## src/rtl/rlmsd_pkg.sv

```systemverilog
// Shared types, constants and codes for the LED matrix scan driver.
package rlmsd_pkg;

    // Panel geometry and color depth.
    localparam int ROWS       = 16;
    localparam int COLUMNS    = 32;
    localparam int COLOR_BITS = 3;

    // Derived sizes.
    localparam int HALF_ROWS  = ROWS / 2;
    localparam int HALF_DEPTH = HALF_ROWS * COLUMNS;
    localparam int ADDR_W     = (HALF_DEPTH > 1) ? $clog2(HALF_DEPTH) : 1;
    localparam int PAIR_W     = (HALF_ROWS > 1) ? $clog2(HALF_ROWS) : 1;
    localparam int COL_W      = (COLUMNS > 1) ? $clog2(COLUMNS) : 1;

    // Fixed field widths of the ports.
    localparam int CMD_W     = 2;
    localparam int FIELD_W   = 8;
    localparam int STATUS_W  = 2;
    localparam int ROWSEL_W  = 3;
    localparam int TICKS_W   = 16;
    localparam int CFG_IDX_W = 1;

    // Register reset values.
    localparam logic [TICKS_W-1:0] ROW_ON_RESET    = TICKS_W'(500);
    localparam logic [TICKS_W-1:0] FRAME_GAP_RESET = TICKS_W'(0);

    // Configuration register indexes.
    localparam logic [CFG_IDX_W-1:0] CFG_ROW_ON    = CFG_IDX_W'(0);
    localparam logic [CFG_IDX_W-1:0] CFG_FRAME_GAP = CFG_IDX_W'(1);

    // Command codes of an input transaction.
    typedef enum logic [CMD_W-1:0] {
        CMD_WRITE = 2'd0,
        CMD_CLEAR = 2'd1,
        CMD_TICK  = 2'd2,
        CMD_NONE  = 2'd3
    } t_cmd;

    // Status codes of a result transaction.
    typedef enum logic [STATUS_W-1:0] {
        STS_OK        = 2'd0,
        STS_BAD_POS   = 2'd1,
        STS_BAD_COLOR = 2'd2
    } t_status;

    // Scan sequence phases.
    typedef enum logic [2:0] {
        PH_BLANK      = 3'd0,
        PH_CLK_HIGH   = 3'd1,
        PH_CLK_LOW    = 3'd2,
        PH_LATCH_HIGH = 3'd3,
        PH_LATCH_LOW  = 3'd4,
        PH_ON         = 3'd5,
        PH_GAP        = 3'd6
    } t_phase;

    // Controller states.
    typedef enum logic [1:0] {
        CS_SWEEP = 2'd0,
        CS_IDLE  = 2'd1,
        CS_FETCH = 2'd2
    } t_ctrl_state;

    // Commands from the controller to the datapath.
    typedef struct packed {
        logic accept;  // a transaction is taken this cycle
        logic tick;    // advance the scan by one step (not the clock-high step)
        logic load;    // finish the clock-high step from the frame store read
        logic sweep;   // write zero at the sweep address of both frame store halves
    } t_dp_cmd;

    // Status from the datapath to the controller.
    typedef struct packed {
        logic clk_high;    // scan is at the clock-high phase
        logic sweep_last;  // clearing sweep is at its last address
    } t_dp_stat;

endpackage

```

## src/rtl/rlmsd_ram.sv

```systemverilog
// Generic single-write, single-read RAM with registered read data.
module rlmsd_ram #(
    parameter int WIDTH = 8,
    parameter int DEPTH = 256
) (
    input  logic                                       i_clk,
    input  logic                                       i_we,
    input  logic [((DEPTH > 1) ? $clog2(DEPTH) : 1)-1:0] i_waddr,
    input  logic [WIDTH-1:0]                           i_wdata,
    input  logic [((DEPTH > 1) ? $clog2(DEPTH) : 1)-1:0] i_raddr,
    output logic [WIDTH-1:0]                           o_rdata
);

    logic [WIDTH-1:0] r_mem [DEPTH];
    logic [WIDTH-1:0] r_rdata;

    // Write port and registered read port.
    always_ff @(posedge i_clk) begin
        if (i_we) begin
            r_mem[i_waddr] <= i_wdata;
        end
        r_rdata <= r_mem[i_raddr];
    end

    assign o_rdata = r_rdata;

endmodule

```

## src/rtl/rlmsd_ctrl.sv

```systemverilog
// Controller state machine: transaction acceptance, clearing sweep and result strobe.
module rlmsd_ctrl (
    input  logic                           i_clk,
    input  logic                           i_rst_n,
    input  logic                           i_start,
    input  logic [rlmsd_pkg::CMD_W-1:0]    i_cmd,
    input  rlmsd_pkg::t_dp_stat            i_stat,
    output rlmsd_pkg::t_dp_cmd             o_cmd,
    output logic                           o_busy,
    output logic                           o_done
);

    rlmsd_pkg::t_ctrl_state r_state;
    rlmsd_pkg::t_ctrl_state n_state;
    logic                   r_done;
    logic                   n_done;

    // State and strobe registers; reset starts with a clearing sweep.
    always_ff @(posedge i_clk) begin
        if (!i_rst_n) begin
            r_state <= rlmsd_pkg::CS_SWEEP;
            r_done  <= 1'b0;
        end else begin
            r_state <= n_state;
            r_done  <= n_done;
        end
    end

    // Next state and datapath commands.
    always_comb begin
        n_state      = r_state;
        n_done       = 1'b0;
        o_cmd        = '0;
        unique case (r_state)
            rlmsd_pkg::CS_SWEEP: begin
                o_cmd.sweep = 1'b1;
                if (i_stat.sweep_last) begin
                    n_state = rlmsd_pkg::CS_IDLE;
                end
            end
            rlmsd_pkg::CS_IDLE: begin
                if (i_start) begin
                    o_cmd.accept = 1'b1;
                    unique case (rlmsd_pkg::t_cmd'(i_cmd))
                        rlmsd_pkg::CMD_CLEAR: begin
                            n_done  = 1'b1;
                            n_state = rlmsd_pkg::CS_SWEEP;
                        end
                        rlmsd_pkg::CMD_TICK: begin
                            if (i_stat.clk_high) begin
                                n_state = rlmsd_pkg::CS_FETCH;
                            end else begin
                                o_cmd.tick = 1'b1;
                                n_done     = 1'b1;
                            end
                        end
                        default: begin
                            n_done = 1'b1;
                        end
                    endcase
                end
            end
            rlmsd_pkg::CS_FETCH: begin
                o_cmd.load = 1'b1;
                n_done     = 1'b1;
                n_state    = rlmsd_pkg::CS_IDLE;
            end
            default: begin
                n_state = rlmsd_pkg::CS_IDLE;
            end
        endcase
    end

    assign o_busy = (r_state != rlmsd_pkg::CS_IDLE);
    assign o_done = r_done;

endmodule

```

## src/rtl/rlmsd_datapath.sv

```systemverilog
// Datapath: frame store, pixel checks, scan sequence registers and pin levels.
module rlmsd_datapath (
    input  logic                                i_clk,
    input  logic                                i_rst_n,
    input  rlmsd_pkg::t_dp_cmd                  i_cmd,
    input  logic [rlmsd_pkg::CMD_W-1:0]         i_op,
    input  logic [rlmsd_pkg::FIELD_W-1:0]       i_pixel_row,
    input  logic [rlmsd_pkg::FIELD_W-1:0]       i_pixel_column,
    input  logic [rlmsd_pkg::FIELD_W-1:0]       i_pixel_color,
    input  logic                                i_cfg_we,
    input  logic [rlmsd_pkg::CFG_IDX_W-1:0]     i_cfg_index,
    input  logic [rlmsd_pkg::TICKS_W-1:0]       i_cfg_wdata,
    output rlmsd_pkg::t_dp_stat                 o_stat,
    output logic [rlmsd_pkg::STATUS_W-1:0]      o_status,
    output logic                                o_output_disable,
    output logic [rlmsd_pkg::ROWSEL_W-1:0]      o_row_select,
    output logic [rlmsd_pkg::COLOR_BITS-1:0]    o_rgb_top,
    output logic [rlmsd_pkg::COLOR_BITS-1:0]    o_rgb_bottom,
    output logic                                o_shift_clock,
    output logic                                o_latch
);

    localparam int AW = rlmsd_pkg::ADDR_W;
    localparam int CB = rlmsd_pkg::COLOR_BITS;

    // Configuration registers.
    logic [rlmsd_pkg::TICKS_W-1:0] r_row_on;
    logic [rlmsd_pkg::TICKS_W-1:0] r_frame_gap;

    // Scan state.
    rlmsd_pkg::t_phase             r_phase, n_phase;
    logic [rlmsd_pkg::PAIR_W-1:0]  r_pair, n_pair;
    logic [rlmsd_pkg::COL_W-1:0]   r_col, n_col;
    logic [rlmsd_pkg::TICKS_W-1:0] r_wait, n_wait;
    logic [rlmsd_pkg::TICKS_W-1:0] wait_dec;

    // Pin levels and status.
    logic                             r_oe, n_oe;
    logic [rlmsd_pkg::ROWSEL_W-1:0]   r_row, n_row;
    logic [CB-1:0]                    r_top, n_top;
    logic [CB-1:0]                    r_bot, n_bot;
    logic                             r_clk, n_clk;
    logic                             r_lat, n_lat;
    logic [rlmsd_pkg::STATUS_W-1:0]   r_status;

    // Clearing sweep counter.
    logic [AW-1:0] r_sweep;
    logic          sweep_last;

    // Pixel write checks and addressing.
    logic                          bad_pos;
    logic                          bad_color;
    rlmsd_pkg::t_status            wr_status;
    logic                          is_write;
    logic                          wr_ok;
    logic                          wr_bottom;
    logic [rlmsd_pkg::FIELD_W-1:0] row_in_half;
    logic [AW-1:0]                 wr_addr;
    logic [AW-1:0]                 rd_addr;
    logic                          we_top;
    logic                          we_bot;
    logic [AW-1:0]                 waddr;
    logic [CB-1:0]                 wdata;
    logic [CB-1:0]                 rdata_top;
    logic [CB-1:0]                 rdata_bot;

    // Position is checked before color.
    assign bad_pos   = (i_pixel_row >= rlmsd_pkg::FIELD_W'(rlmsd_pkg::ROWS)) ||
                       (i_pixel_column >= rlmsd_pkg::FIELD_W'(rlmsd_pkg::COLUMNS));
    assign bad_color = ((9'(i_pixel_color) >> CB) != 9'd0);
    assign wr_status = bad_pos   ? rlmsd_pkg::STS_BAD_POS :
                       bad_color ? rlmsd_pkg::STS_BAD_COLOR : rlmsd_pkg::STS_OK;
    assign is_write  = (rlmsd_pkg::t_cmd'(i_op) == rlmsd_pkg::CMD_WRITE);
    assign wr_ok     = i_cmd.accept && is_write && !bad_pos && !bad_color;

    // Rows of the upper half go to one store, rows of the lower half to the other.
    assign wr_bottom   = (i_pixel_row >= rlmsd_pkg::FIELD_W'(rlmsd_pkg::HALF_ROWS));
    assign row_in_half = wr_bottom ?
                         (i_pixel_row - rlmsd_pkg::FIELD_W'(rlmsd_pkg::HALF_ROWS)) :
                         i_pixel_row;
    assign wr_addr = AW'(row_in_half) * AW'(rlmsd_pkg::COLUMNS) + AW'(i_pixel_column);
    assign rd_addr = AW'(r_pair) * AW'(rlmsd_pkg::COLUMNS) + AW'(r_col);

    // The sweep writes zero to the same address in both halves.
    assign we_top = i_cmd.sweep || (wr_ok && !wr_bottom);
    assign we_bot = i_cmd.sweep || (wr_ok && wr_bottom);
    assign waddr  = i_cmd.sweep ? r_sweep : wr_addr;
    assign wdata  = i_cmd.sweep ? '0 : CB'(i_pixel_color);

    rlmsd_ram #(
        .WIDTH (CB),
        .DEPTH (rlmsd_pkg::HALF_DEPTH)
    ) u_store_top (
        .i_clk   (i_clk),
        .i_we    (we_top),
        .i_waddr (waddr),
        .i_wdata (wdata),
        .i_raddr (rd_addr),
        .o_rdata (rdata_top)
    );

    rlmsd_ram #(
        .WIDTH (CB),
        .DEPTH (rlmsd_pkg::HALF_DEPTH)
    ) u_store_bot (
        .i_clk   (i_clk),
        .i_we    (we_bot),
        .i_waddr (waddr),
        .i_wdata (wdata),
        .i_raddr (rd_addr),
        .o_rdata (rdata_bot)
    );

    assign sweep_last = (r_sweep == AW'(rlmsd_pkg::HALF_DEPTH - 1));
    assign wait_dec   = (r_wait != '0) ? (r_wait - 1'b1) : r_wait;

    // One step of the scan sequence.
    always_comb begin
        n_phase = r_phase;
        n_pair  = r_pair;
        n_col   = r_col;
        n_wait  = r_wait;
        n_oe    = r_oe;
        n_row   = r_row;
        n_top   = r_top;
        n_bot   = r_bot;
        n_clk   = r_clk;
        n_lat   = r_lat;
        if (i_cmd.load) begin
            n_top   = rdata_top;
            n_bot   = rdata_bot;
            n_clk   = 1'b1;
            n_phase = rlmsd_pkg::PH_CLK_LOW;
        end else if (i_cmd.tick) begin
            unique case (r_phase)
                rlmsd_pkg::PH_BLANK: begin
                    n_oe    = 1'b1;
                    n_row   = rlmsd_pkg::ROWSEL_W'(r_pair);
                    n_col   = '0;
                    n_phase = rlmsd_pkg::PH_CLK_HIGH;
                end
                rlmsd_pkg::PH_CLK_LOW: begin
                    n_clk = 1'b0;
                    if (r_col == rlmsd_pkg::COL_W'(rlmsd_pkg::COLUMNS - 1)) begin
                        n_col   = '0;
                        n_phase = rlmsd_pkg::PH_LATCH_HIGH;
                    end else begin
                        n_col   = r_col + 1'b1;
                        n_phase = rlmsd_pkg::PH_CLK_HIGH;
                    end
                end
                rlmsd_pkg::PH_LATCH_HIGH: begin
                    n_lat   = 1'b1;
                    n_phase = rlmsd_pkg::PH_LATCH_LOW;
                end
                rlmsd_pkg::PH_LATCH_LOW: begin
                    n_lat = 1'b0;
                    n_oe  = 1'b0;
                    if (r_row_on != '0) begin
                        n_wait  = r_row_on;
                        n_phase = rlmsd_pkg::PH_ON;
                    end
                end
                rlmsd_pkg::PH_ON: begin
                    n_wait = wait_dec;
                end
                rlmsd_pkg::PH_GAP: begin
                    n_wait = wait_dec;
                    if (wait_dec == '0) begin
                        n_phase = rlmsd_pkg::PH_BLANK;
                    end
                end
                default: begin
                    n_phase = rlmsd_pkg::PH_BLANK;
                end
            endcase
            // End of a lit row pair: next pair, or the frame gap after the last.
            if ((r_phase == rlmsd_pkg::PH_LATCH_LOW && r_row_on == '0) ||
                (r_phase == rlmsd_pkg::PH_ON && wait_dec == '0)) begin
                if (r_pair == rlmsd_pkg::PAIR_W'(rlmsd_pkg::HALF_ROWS - 1)) begin
                    n_pair = '0;
                    if (r_frame_gap == '0) begin
                        n_phase = rlmsd_pkg::PH_BLANK;
                    end else begin
                        n_wait  = r_frame_gap;
                        n_phase = rlmsd_pkg::PH_GAP;
                    end
                end else begin
                    n_pair  = r_pair + 1'b1;
                    n_phase = rlmsd_pkg::PH_BLANK;
                end
            end
        end
    end

    // Configuration, scan state, pins, status and sweep registers.
    always_ff @(posedge i_clk) begin
        if (!i_rst_n) begin
            r_row_on    <= rlmsd_pkg::ROW_ON_RESET;
            r_frame_gap <= rlmsd_pkg::FRAME_GAP_RESET;
            r_phase     <= rlmsd_pkg::PH_BLANK;
            r_pair      <= '0;
            r_col       <= '0;
            r_wait      <= '0;
            r_oe        <= 1'b1;
            r_row       <= '0;
            r_top       <= '0;
            r_bot       <= '0;
            r_clk       <= 1'b0;
            r_lat       <= 1'b0;
            r_status    <= rlmsd_pkg::STS_OK;
            r_sweep     <= '0;
        end else begin
            if (i_cfg_we) begin
                if (i_cfg_index == rlmsd_pkg::CFG_ROW_ON) begin
                    r_row_on <= i_cfg_wdata;
                end
                if (i_cfg_index == rlmsd_pkg::CFG_FRAME_GAP) begin
                    r_frame_gap <= i_cfg_wdata;
                end
            end
            r_phase <= n_phase;
            r_pair  <= n_pair;
            r_col   <= n_col;
            r_wait  <= n_wait;
            r_oe    <= n_oe;
            r_row   <= n_row;
            r_top   <= n_top;
            r_bot   <= n_bot;
            r_clk   <= n_clk;
            r_lat   <= n_lat;
            if (i_cmd.accept) begin
                r_status <= is_write ? wr_status : rlmsd_pkg::STS_OK;
            end
            if (i_cmd.sweep) begin
                r_sweep <= sweep_last ? '0 : (r_sweep + 1'b1);
            end
        end
    end

    assign o_stat.clk_high   = (r_phase == rlmsd_pkg::PH_CLK_HIGH);
    assign o_stat.sweep_last = sweep_last;

    assign o_status         = r_status;
    assign o_output_disable = r_oe;
    assign o_row_select     = r_row;
    assign o_rgb_top        = r_top;
    assign o_rgb_bottom     = r_bot;
    assign o_shift_clock    = r_clk;
    assign o_latch          = r_lat;

endmodule

```

## src/rtl/rgb_led_matrix_scan_driver_unit.sv

```systemverilog
// Top level of the LED matrix scan driver: controller and datapath.
//
// A transaction is taken when start is high and busy is low; its result shows on the
// output ports for one cycle with o_done high, and the receiver cannot stall it. A pixel
// write, a scan tick and an unused command give their result in the cycle after
// acceptance and leave the block free for the next transaction in that same cycle. A
// scan tick at the clock-high step passes through a fetch state first, since the frame
// store has a registered read port. A clear acknowledges in the cycle after acceptance
// and then keeps busy high while it writes zero into all HALF_ROWS*COLUMNS (256)
// addresses of both frame store halves, one address per cycle. After reset the same
// clearing pass runs before the first transaction is taken. Configuration writes are
// taken at any time and do not wait. The pin outputs hold their levels between results.
module rgb_led_matrix_scan_driver_unit (
    input  logic                                i_clk,
    input  logic                                i_rst_n,
    input  logic                                start,
    output logic                                busy,
    input  logic [rlmsd_pkg::CMD_W-1:0]         i_cmd,
    input  logic [rlmsd_pkg::FIELD_W-1:0]       i_pixel_row,
    input  logic [rlmsd_pkg::FIELD_W-1:0]       i_pixel_column,
    input  logic [rlmsd_pkg::FIELD_W-1:0]       i_pixel_color,
    input  logic                                i_cfg_we,
    input  logic [rlmsd_pkg::CFG_IDX_W-1:0]     i_cfg_index,
    input  logic [rlmsd_pkg::TICKS_W-1:0]       i_cfg_wdata,
    output logic                                o_done,
    output logic [rlmsd_pkg::STATUS_W-1:0]      o_status,
    output logic                                o_output_disable,
    output logic [rlmsd_pkg::ROWSEL_W-1:0]      o_row_select,
    output logic [rlmsd_pkg::COLOR_BITS-1:0]    o_rgb_top,
    output logic [rlmsd_pkg::COLOR_BITS-1:0]    o_rgb_bottom,
    output logic                                o_shift_clock,
    output logic                                o_latch
);

    rlmsd_pkg::t_dp_cmd  dp_cmd;
    rlmsd_pkg::t_dp_stat dp_stat;

    // Transaction sequencing.
    rlmsd_ctrl u_ctrl (
        .i_clk   (i_clk),
        .i_rst_n (i_rst_n),
        .i_start (start),
        .i_cmd   (i_cmd),
        .i_stat  (dp_stat),
        .o_cmd   (dp_cmd),
        .o_busy  (busy),
        .o_done  (o_done)
    );

    // Frame store and scan sequence.
    rlmsd_datapath u_datapath (
        .i_clk            (i_clk),
        .i_rst_n          (i_rst_n),
        .i_cmd            (dp_cmd),
        .i_op             (i_cmd),
        .i_pixel_row      (i_pixel_row),
        .i_pixel_column   (i_pixel_column),
        .i_pixel_color    (i_pixel_color),
        .i_cfg_we         (i_cfg_we),
        .i_cfg_index      (i_cfg_index),
        .i_cfg_wdata      (i_cfg_wdata),
        .o_stat           (dp_stat),
        .o_status         (o_status),
        .o_output_disable (o_output_disable),
        .o_row_select     (o_row_select),
        .o_rgb_top        (o_rgb_top),
        .o_rgb_bottom     (o_rgb_bottom),
        .o_shift_clock    (o_shift_clock),
        .o_latch          (o_latch)
    );

endmodule

```

## config.mk

```make
export PLATFORM = sky130hd
export DESIGN_NAME = rgb_led_matrix_scan_driver_unit
export DESIGN_NICKNAME = d
export VERILOG_FILES = /design/src/rtl/rlmsd_pkg.sv /design/src/rtl/rlmsd_ram.sv /design/src/rtl/rlmsd_ctrl.sv /design/src/rtl/rlmsd_datapath.sv /design/src/rtl/rgb_led_matrix_scan_driver_unit.sv
export SDC_FILE = /design/constraint.sdc
export NUM_CORES = 2
export LEC_CHECK = 0
export BUFFER_PORTS_ARGS = -buffer_cell sky130_fd_sc_hd__buf_2
export CAP_MARGIN = 20
export CORE_MARGIN = 5
export CORE_UTILIZATION = 40
export DETAILED_ROUTE_END_ITERATION = 10
export PLACE_DENSITY_LB_ADDON = 0.05
export SLEW_MARGIN = 20
export SYNTH_ARGS = -nofsm -noshare
export SYNTH_HDL_FRONTEND = slang
export SYNTH_SLANG_ARGS = --single-unit
```

## constraint.sdc

```tcl
create_clock -name i_clk -period 23.7 [get_ports i_clk]
set_input_delay 2.37 -clock i_clk [delete_from_list [all_inputs] [get_ports i_clk]]
set_output_delay 2.37 -clock i_clk [all_outputs]
set_load 0.1 [all_outputs]
```

==> results.ini <==
[outcome]
status = completed

[final_layout]
utilization_pct = 45.6
seq_area_um2 = 47900
fillCellCount = 13600
multi_input_area_um2 = 16700
syn2layout_area_growth_pct = 13.2
nets = 3606
drive_above_1_share_pct = 25.4
antenna_cells = 0

[critical_path]
required_ps = 24360
r2r_end = u_datapath.u_store_top.o_rdata[2]$_DFF_P_
crit_end = u_datapath.u_store_top.o_rdata[2]$_DFF_P_
cp_common_cell = buf_4
slowest_delay_ps = 810
crit_chain = buf_4, buf_4, buf_4, buf_4, mux4_2, mux4_2, mux4_2, a22oi_1, nand2_1
rrSetupSlack_ps = 17740
crit_buf_inv = 4
startpoint = u_datapath.r_col[0]$_SDFFE_PN0P_
path_class = flip-flop to flip-flop
timing.rr.start = u_datapath.r_col[0]$_SDFFE_PN0P_
endpoint_kind = flip-flop
cp.arrival_ps = 6620
cp_top_family = buffers and inverters
cp_slowest_cell = buf_4
reg2reg_depth = 9
start_kind = flip-flop
cp.depth = 9
worstPathMaxFanout = 45

[routing]
ant_nets = 0
wl_per_cell_um = 28.3
first_pass_iters = 5
via_per_inst = 5.62
drc = 0
wl_um = 166000
vias = 33000
drtIter0Drc = 3125

[floorplan]
fp.dieH_um = 415
fp.dieW_um = 415
start_util_pct = 40.3
rows = 148
io_pins = 63
coreArea_um2 = 163000
dieArea_um2 = 172000

[power]
p_per_area_nw_per_um2 = 79.5
irDropWorstVdd_v = 0.0000677
power.leakage_nw = 22.7

[run]
maxCapViolCount = 0

[sta]
min_period_ps = 5960
max_freq_mhz = 168
final-setup-viol-count = 0
period_share_pct = 25.1
worst_pin_slew_ps = 1190
maxSlewViolCount = 0
rsz0062_at_grt = false
final.setup.tns_ps = 0
skew_ps = 27.0
finalHoldViolCount = 0
holdWs_ps = 483
slew_headroom_pct = 20.4
fin_ws_ps = 17740

[clocking]
cts_tree = built
root_buffer = clkbuf_16
numCtsBuffers = 172
clk_latency_ps = 800
cts_max_level = 4
postCtsHoldBufs = 0
post_cts_buffers = 0
clkTransAtPathRegs_ps = 60
cts.repair.resized = 0
cts_sinks = 1626
cts_buffer_depth = 3

[yosys]
synth_xor_area_share_pct = 0.174
yosys.area_share.adder_pct = 0.279
synth_fp_nets = 3519
ys_top_cells_by_area = edfxtp_1 (70%), mux4_2 (17%), nor2_1 (3.2%)
synth-seq-cells = 1626
synth_compound_area_share_pct = 1.72
syn_avg_cell_area_um2 = 19.0
yosys.area.top_type = edfxtp_1
synth_edf_count = 1536
synth_top_family_by_area = multiplexers
async_flop_share_pct = 0
synth_warnings = 0
synth_cells = 3458
synth_top_cell_area_share_pct = 70.4
synth.area.mux_share_pct = 17.7
synth_area_um2 = 65500
ys.flop_type = edfxtp_1
yosys.area_share.simple_pct = 5.47
yosysUniqueCellTypes = 68
yosysSeqAreaShare_pct = 73.1

[global_routing]
grt_pass1_wl_um = 244000
track_usage_pct = 19.2
grt_max_degree = 226
first_global_vias = 34800
grt-ovfl-total = 0
antenna_found_initial = 3

[min_path]
hold_path.class = flip-flop to flip-flop
hold_depth = 2

[placement]
gp_congestion = 0.825
dp_hpwl_um = 100000
port_buffers = 62
post-place-ws_ps = 16980

Yosys cell counts (all sizes together), types with 6 or more instances:
cell    instances
edfxtp       1536
nor2          559
mux4          504
nand2         175
clkbuf        162
dfxtp          90
buf            73
o21ai          43
a21boi         40
mux2i          23
nand3          23
a21oi          20
inv            20
nor2b          20
a22oi          18
nor4           15
ha             13
nor3           10
and2            9
or3             8
nand4           7
or4             7
xor2            7
and3            6
nand2b          6
xnor2           6
logic make-up (layout without fill, tap and decap cells):
| kind of cell | after synthesis | in the layout |
|---|---|---|
| and+or+nand+nor | 858 | 858 |
| muxes | 529 | 529 |
| DFF | 1626 | 1626 |
| buffers and inverters | 255 | 491 |
| adders and majority gates | 14 | 14 |
| xor gates and xnor gates | 13 | 13 |
| AOI/OAI and AO/OA | 163 | 163 |
placed cells by master, fill, tap and decap left out, drive strengths merged, types with 3 or more instances in the layout:
master  instances
edfxtp       1536
nor2          559
mux4          504
clkbuf        220
nand2         175
buf           148
dfxtp          90
clkinv         72
o21ai          43
a21boi         40
inv            27
mux2i          23
nand3          23
bufinv         22
a21oi          20
nor2b          20
a22oi          18
nor4           15
ha             13
nor3           10
and2            9
or3             8
xor2            7
or4             7
nand4           7
and3            6
xnor2           6
nand2b          6
o32ai           5
a31oi           5
or2             5
o31a            5
o31ai           3
a221o           3
a222oi          3
o211ai          3
power breakdown:
part	leakage, nW	switching [mW]	internal (mW)
registers	15.0	0.00731	3.10
clock network	2.83	1.11	1.63
logic	4.84	0.0434	0.0175
total	22.7	1.16	4.74
per-layer routing:
layer / vias to the layer above / GRT usage (%) / wire [µm]
li1: 14000 / - / -
met1: 17600 / 27.5 / 72900
met2: 1092 / 30.7 / 79300
met3: 234 / 3.57 / 10200
met4: 0 / 5.07 / 3870
met5: - / 0 / 0
flip-flops by register name, indices dropped and copies added (netlist names):
signal                          flops
u_datapath.u_store_bot.r_mem      768
u_datapath.u_store_top.r_mem      768
u_datapath.r_frame_gap             16
u_datapath.r_row_on                16
u_datapath.r_wait                  16
u_datapath.r_sweep                  8
u_datapath.r_col                    5
u_datapath.o_rgb_bottom             3
u_datapath.o_rgb_top                3
u_datapath.o_row_select             3
u_datapath.r_pair                   3
u_datapath.r_phase                  3
u_datapath.u_store_bot.o_rdata      3
u_datapath.u_store_top.o_rdata      3
u_ctrl.r_state                      2
u_datapath.o_status                 2
u_ctrl.o_done                       1
u_datapath.o_latch                  1
u_datapath.o_output_disable         1
u_datapath.o_shift_clock            1
per-stage QoR:
stage / total power [mW] / instance area (µm²) / instances
3_5_place_dp: 3.23 / 68400 / 5544
2_1_floorplan: 3.20 / 65500 / 3458
6_report: 5.90 / 74200 / 5869
4_1_cts: 5.97 / 74200 / 5867
3_3_place_gp: 3.23 / 68400 / 5544
5_1_grt: 6.09 / 74200 / 5869
final cells by class:
| cell class | count | share of cell area (%) |
|---|---|---|
| flip-flops and latches | 1626 | 64.6 |
| multi-input cells | 1577 | 22.4 |
| clock buffers | 220 | 6.24 |
| well taps | 2175 | 3.67 |
| clock inverters | 103 | 1.57 |
| repair buffers | 148 | 1.39 |
| inverters | 20 | 0.101 |
worst min path at each step:
stage                                        startpoint                                        to  slack [ps]
6_report        u_datapath.o_row_select[1]$_SDFFE_PN0P_   u_datapath.o_row_select[1]$_SDFFE_PN0P_         480
3_5_place_dp   u_datapath.o_output_disable$_SDFFE_PN1P_  u_datapath.o_output_disable$_SDFFE_PN1P_         480
3_3_place_gp   u_datapath.o_output_disable$_SDFFE_PN1P_  u_datapath.o_output_disable$_SDFFE_PN1P_         460
4_1_cts         u_datapath.o_row_select[1]$_SDFFE_PN0P_   u_datapath.o_row_select[1]$_SDFFE_PN0P_         490
5_1_grt            u_datapath.r_row_on[15]$_SDFFE_PN0P_      u_datapath.r_row_on[15]$_SDFFE_PN0P_         510
2_1_floorplan       u_datapath.r_row_on[0]$_SDFFE_PN0P_       u_datapath.r_row_on[0]$_SDFFE_PN0P_         450
tightest hold or removal path: cells and delay by family, from the launching register on:
| kind | cells | cell delay (ps) |
|---|---|---|
| AO/OA/AOI/OAI | 2 | 130 |
| flip-flops | 1 | 300 |
Note: power is estimated with default switching activity, not from simulation.
